===== config.mk =====
export PLATFORM = sky130hd
export DESIGN_NAME = qlbp_cfg
export DESIGN_NICKNAME = d
export VERILOG_FILES = /design/src/qlbp_pkg.sv /design/src/qlbp_cfg.sv
export SDC_FILE = /design/constraint.sdc
export NUM_CORES = 1
export LEC_CHECK = 0
export BUFFER_PORTS_ARGS = -buffer_cell sky130_fd_sc_hd__buf_2
export CAP_MARGIN = 40
export CORE_MARGIN = 4
export CORE_UTILIZATION = 50
export CTS_CLUSTER_DIAMETER = 80
export DETAILED_ROUTE_END_ITERATION = 10
export PLACE_DENSITY = 0.89
export SETUP_SLACK_MARGIN = 0.1
export SYNTH_ARGS = -nofsm -noshare
export SYNTH_HDL_FRONTEND = slang
export SYNTH_SLANG_ARGS = --single-unit

===== constraint.sdc =====
create_clock -name clk -period 8.5 [get_ports clk]
set_input_delay 0.425 -clock clk [delete_from_list [all_inputs] [get_ports clk]]
set_output_delay 0.425 -clock clk [all_outputs]
set_load 0.03 [all_outputs]

===== src/qlbp_pkg.sv =====
package qlbp_pkg;

    localparam int MaxStates  = 64;
    localparam int MaxWindow  = 16;
    localparam int ValueWidth = 24;
    localparam int RowW       = $clog2(MaxStates);
    localparam int TableW     = 3 * ValueWidth;

    localparam logic [16:0] WAlpha = 17'd13107;
    localparam logic [16:0] WKeep  = 17'd52429;
    localparam logic [16:0] WGamma = 17'd64881;

    typedef enum logic [2:0] {
        CMD_INIT    = 3'd0,
        CMD_CHOOSE  = 3'd1,
        CMD_SUCCESS = 3'd2,
        CMD_TIMEOUT = 3'd3,
        CMD_COLL    = 3'd4
    } cmd_t;

    typedef enum logic [1:0] {
        ACT_DEC  = 2'd0,
        ACT_KEEP = 2'd1,
        ACT_INC  = 2'd2
    } act_t;

    typedef enum logic [1:0] {
        REG_CW_LOW   = 2'd0,
        REG_CW_HIGH  = 2'd1,
        REG_WIN_LEN  = 2'd2,
        REG_MIN_SUCC = 2'd3
    } reg_idx_t;

    typedef enum logic [3:0] {
        ST_IDLE,
        ST_CLEAR,
        ST_RD_CUR,
        ST_RD_LO,
        ST_RD_HI,
        ST_MUL1,
        ST_MUL2,
        ST_WRITE,
        ST_CH_RD,
        ST_CHOOSE,
        ST_DONE
    } state_t;

    typedef struct packed {
        logic [2:0] cmd;
        logic [7:0] rand_req;
    } req_t;

    typedef struct packed {
        logic [6:0] backoff_count;
        logic [1:0] action;
        logic [7:0] collision_count;
        logic       violation;
        logic [4:0] fail_count;
    } rsp_t;

    // Boundary entry value: -100 saturated into the value range.
    function automatic logic signed [ValueWidth-1:0] boundary_value();
        logic signed [63:0] b;
        logic signed [63:0] lo;
        b  = -64'sd100 * 64'sd65536;
        lo = -(64'sd1 <<< (ValueWidth - 1));
        if (b < lo)
        begin
            b = lo;
        end
        return b[ValueWidth-1:0];
    endfunction

    function automatic logic signed [ValueWidth-1:0] row_max(input logic [TableW-1:0] r);
        logic signed [ValueWidth-1:0] a0, a1, a2, m;
        a0 = r[ValueWidth-1:0];
        a1 = r[2*ValueWidth-1:ValueWidth];
        a2 = r[3*ValueWidth-1:2*ValueWidth];
        m = a0;
        if (a1 > m)
        begin
            m = a1;
        end
        if (a2 > m)
        begin
            m = a2;
        end
        return m;
    endfunction

endpackage


===== src/qlbp_cfg.sv =====
module qlbp_cfg (
    input  logic        clk,
    input  logic        rst_n,
    input  logic        psel,
    input  logic        penable,
    input  logic        pwrite,
    input  logic [3:0]  paddr,
    input  logic [31:0] pwdata,
    output logic [31:0] prdata,
    output logic        pready,
    output logic [6:0]  lo_bound,
    output logic [6:0]  hi_bound,
    output logic [4:0]  win_k,
    output logic [4:0]  win_m
);
    import qlbp_pkg::*;

    logic [6:0] cw_low_reg, cw_high_reg;
    logic [4:0] win_len_reg, min_succ_reg;
    logic       wr_en;
    reg_idx_t   idx;
    logic [7:0] hi_cap;
    logic [4:0] k_tmp;

    assign pready = 1'b1;
    assign wr_en  = psel & penable & pwrite;
    assign idx    = reg_idx_t'(paddr[3:2]);

    // Register writes.
    always_ff @(posedge clk or negedge rst_n)
    begin
        if (!rst_n)
        begin
            cw_low_reg   <= 7'd16;
            cw_high_reg  <= 7'd64;
            win_len_reg  <= 5'd10;
            min_succ_reg <= 5'd6;
        end
        else if (wr_en)
        begin
            case (idx)
                REG_CW_LOW:   cw_low_reg   <= pwdata[6:0];
                REG_CW_HIGH:  cw_high_reg  <= pwdata[6:0];
                REG_WIN_LEN:  win_len_reg  <= pwdata[4:0];
                REG_MIN_SUCC: min_succ_reg <= pwdata[4:0];
                default: ;
            endcase
        end
    end

    // Register reads.
    always_comb
    begin
        case (idx)
            REG_CW_LOW:   prdata = {25'd0, cw_low_reg};
            REG_CW_HIGH:  prdata = {25'd0, cw_high_reg};
            REG_WIN_LEN:  prdata = {27'd0, win_len_reg};
            REG_MIN_SUCC: prdata = {27'd0, min_succ_reg};
            default:      prdata = 32'd0;
        endcase
    end

    // Effective bounds and window limits.
    always_comb
    begin
        lo_bound = (cw_low_reg == 7'd0) ? 7'd1 : cw_low_reg;
        hi_bound = (cw_high_reg < lo_bound) ? lo_bound : cw_high_reg;
        hi_cap   = {1'b0, lo_bound} + 8'(MaxStates - 1);
        if ({1'b0, hi_bound} > hi_cap)
        begin
            hi_bound = hi_cap[6:0];
        end
        k_tmp = (win_len_reg == 5'd0) ? 5'd1 : win_len_reg;
        win_k = (k_tmp > 5'(MaxWindow)) ? 5'(MaxWindow) : k_tmp;
        win_m = (min_succ_reg > win_k) ? win_k : min_succ_reg;
    end

endmodule


==> results.txt <==
* Vias/cell: 5.64
* Max-slew violation count: 0
- Cell-internal power: 0.393 mW
- Setup slack, reg-to-reg: 7.47 ns
* Final clock skew: 0 ns
* Antenna cell count: 0
- In this run the critical register-to-register path is captured at cw_low_reg[6].
- The number of antenna violations at the first check in global routing is 0.
* Number of instances in the synthesized netlist: 229
- Setup TNS: 0 ns
- Yosys cell types: 47
* Number of max-cap violations: 0
* Final period util: 0.603
- The initialized floorplan defines 23 standard-cell rows.
- For this run, the leading register cell type out of synthesis is dfrtp_1.
- Met1 track demand over resource in global routing: 0.227
* Logic pwr share: 0.689
- Crit-path max FO: 13
* Pre-antenna DRT Iters: 4
- Area added between synthesis and finish: 6.26%
* Result of the run: complete, no violations
- Leaving out fill and tap cells, the most frequent cell in the layout is buf_2.
* Post-Synthesis Mean Instance Area: 9.69 um^2
- For this run, global-route usage on met2 was measured as 0.333.
- Count of final setup violators: 0
* Iter 0 DRT Violations: 82
- For this design the ratio of total power to cell area is 347 nW/um^2.
- Layout cells sized above 1: 0.360
- The share of total power dissipated in the clock network is 0.080.
- Crit path capture: hi_bound[4]
- TritonCTS built the clock tree.
* Aggregate global routing overflow: 0
- Hold bufs inserted after CTS: 0
* Most used cells in the layout excluding fill and tap cells: 44 x buf_2, 28 x mux2_2, 26 x conb_1
- Reg2reg path depth: 2
- Unrepaired setup endpoints after global routing: no
- After legalization and detailed placement, the total HPWL measured 4.04 mm.
- The worst setup path is launched from a flop.
- Number of synthesized register bits: 24
- Actual transition at the worst max-transition pin: 0.857 ns
- PostCTS Resize Cnt: 0
- Net Sw Power: 0.426 mW
- Leak: 1.13 nW
* Nets: 322
- Timing-limited maximum frequency: 195 MHz
* Total via count after detailed routing: 1755
- In this run the vertical extent of the chip is 74.6 um.
- In this run the horizontal extent of the chip is 74.6 um.
- The share of total power dissipated in sequential elements is 0.231.
* Remaining antenna violation count after routing: 0
- Final core utilization: 0.569
- For this run, the register share of the synthesized area comes to 0.274.
- The core region is 4140 um^2.
- Post CTS Setup Buffer Count: 0
- After synthesis the cells add up to 2220 um^2.
* Warning count from the yosys run: 0
* Number of global-route vias before repair: 1722
- By startpoint and endpoint, the worst setup path is classified as reg -> out.
- After clock tree synthesis, the clock-pin slew on the worst setup and hold paths is 0.08 ns.
* Average wire per standard cell: 16.0 um
* Number of H-tree levels: 1
- For this block, the routed nets add up to 4.97 mm of wire.
- The die covers 5570 um^2.
* Largest net degree at the start of global routing: 25
- The worst pin sits at a relative slew slack of 0.427.
- Count of clock tree sinks: 24
- Port buffering added 44 buffers.
- For this design the top-level I/O count stands at 98.
* Capturing element type of the critical path: primary output
- Final critical-path required period: 5.13 ns
- Path category of the worst min-delay check: in -> async
- Clk Latency, worst-skew pair: 0.26 ns
* Number of clock buffers inserted by TritonCTS: 3
* Root Buffer Master: clkbuf_8
- CTS Buffer Depth: 2
* Share of synthesized flip-flops with an asynchronous set or reset: 1.00
* Required time of the worst setup path: 8.08 ns
- Overall track demand over capacity in global routing: 0.184
* Most Crowded Layer GR: met2
- GR Util met3: 0.0387
- Remaining routing DRC violations: 0
* First-pass GRT wire length: 8.00 mm
* Arrival time reported for the critical path endpoint: 4.70 ns
* Worst setup path startpoint: cw_low_reg[5]
- Global placer's final weighted congestion: 0.809
- Number of enable-type register cells in the synthesized netlist: 0
- Count of endpoints failing hold in the final timing report: 0
* VDD IR max: 0.169 mV
- R2r startpoint: cw_low_reg[6]
- The initial utilization of the core area, before any placement, comes to 0.536.
- Of the total power, the share spent switching nets is 0.520.
## power groups by stage
stage	registers, mW	clock network, mW	logic, mW
floorplan	0.169	0	0.481
global placement	0.188	0	0.547
detailed placement	0.191	0	0.564
CTS	0.189	0.0676	0.567
global route	0.195	0.0714	0.620
finish	0.189	0.0657	0.564
## logic make-up after synthesis
| family | count (synthesis) | synth area share |
|---|---|---|
| buffers and inverters | 55 | 0.153 |
| AND/OR/NAND/NOR | 51 | 0.116 |
| AO/OA/AOI/OAI | 38 | 0.123 |
| multiplexers | 36 | 0.208 |
| flip-flops | 24 | 0.274 |
| adder cells (fa/ha/maj) | 19 | 0.107 |
| XOR/XNOR | 4 | 0.0158 |
| other | 2 | 0.00338 |
## synth_stat cells (2+ instances only)
cell type	number	area, um^2
nand4_1	2	12.5
conb_1	2	7.51
dfstp_2	6	158
nor3_1	4	20.0
a211oi_1	3	22.5
buf_6	2	22.5
dfrtp_1	18	450
o21ai_0	13	65.1
buf_2	2	10.0
xnor2_1	4	35.0
nor2_1	9	33.8
a21oi_1	6	30.0
clkbuf_1	9	33.8
mux2i_1	3	30.0
o21a_1	3	22.5
buf_4	26	195
o211ai_1	2	15.0
o221a_1	2	22.5
mux2_2	28	315
nand3_1	10	50.1
mux4_2	4	90.1
inv_1	13	48.8
ha_1	19	238
nand2_1	16	60.1
## how the worst min path moves through the flow
stage / to / depth (start not counted) / startpoint / slack (ns)
after global routing: min_succ_reg[4] / 1 / rst_n / 0.16
after detailed placement: min_succ_reg[4] / 1 / rst_n / 0.42
after floorplan: cw_high_reg[0] / 0 / rst_n / 0.13
final: cw_high_reg[4] / 1 / rst_n / 0.12
after CTS: min_succ_reg[4] / 1 / rst_n / 0.13
after global placement: win_len_reg[4] / 1 / rst_n / 0.42
## per-layer routing
| metal | up-vias | wire length, um |
|---|---|---|
| li1 | 825 | - |
| met1 | 847 | 1990 |
| met2 | 75 | 2540 |
| met3 | 8 | 385 |
| met4 | 0 | 49 |
| met5 | - | 0 |
## stage by stage
| stage | instance area, um^2 | setup WS [ns] | power [mW] | std cells | hold WS (ns) |
|---|---|---|---|---|---|
| 3_5_place_dp | 2310 | 3.71 | 0.755 | 307 | 0.421 |
| 6_report | 2360 | 3.37 | 0.819 | 311 | 0.122 |
| 3_3_place_gp | 2310 | 3.74 | 0.734 | 306 | 0.419 |
| 5_1_grt | 2360 | 2.98 | 0.886 | 311 | 0.159 |
| 4_1_cts | 2360 | 3.40 | 0.823 | 311 | 0.133 |
| 2_1_floorplan | 2310 | 4.03 | 0.650 | 253 | 0.129 |
## layout make-up
cell class	count	area (um^2)
fillers	363	1790
repair buffers	45	228
inverters	14	52.6
well taps	50	62.6
multi-input cells	174	1360
clock buffers	4	45.0
flip-flops and latches	24	608
## critical path, cell delays in order, from the launching register on
cell and delay, ns:
dfrtp_1 0.56, inv_1 0.12, ha_1 0.33, a21o_1 0.18, a21oi_1 0.21, o21ai_0 0.20, nand2_2 0.27, mux2_2 0.38
ha_1 0.32, a211oi_1 0.25, o21bai_1 0.12, o221ai_2 0.44, clkinv_1 0.38, mux2_2 0.35, a21oi_1 0.13, buf_2 0.21
(Power assumes the default switching activity.)
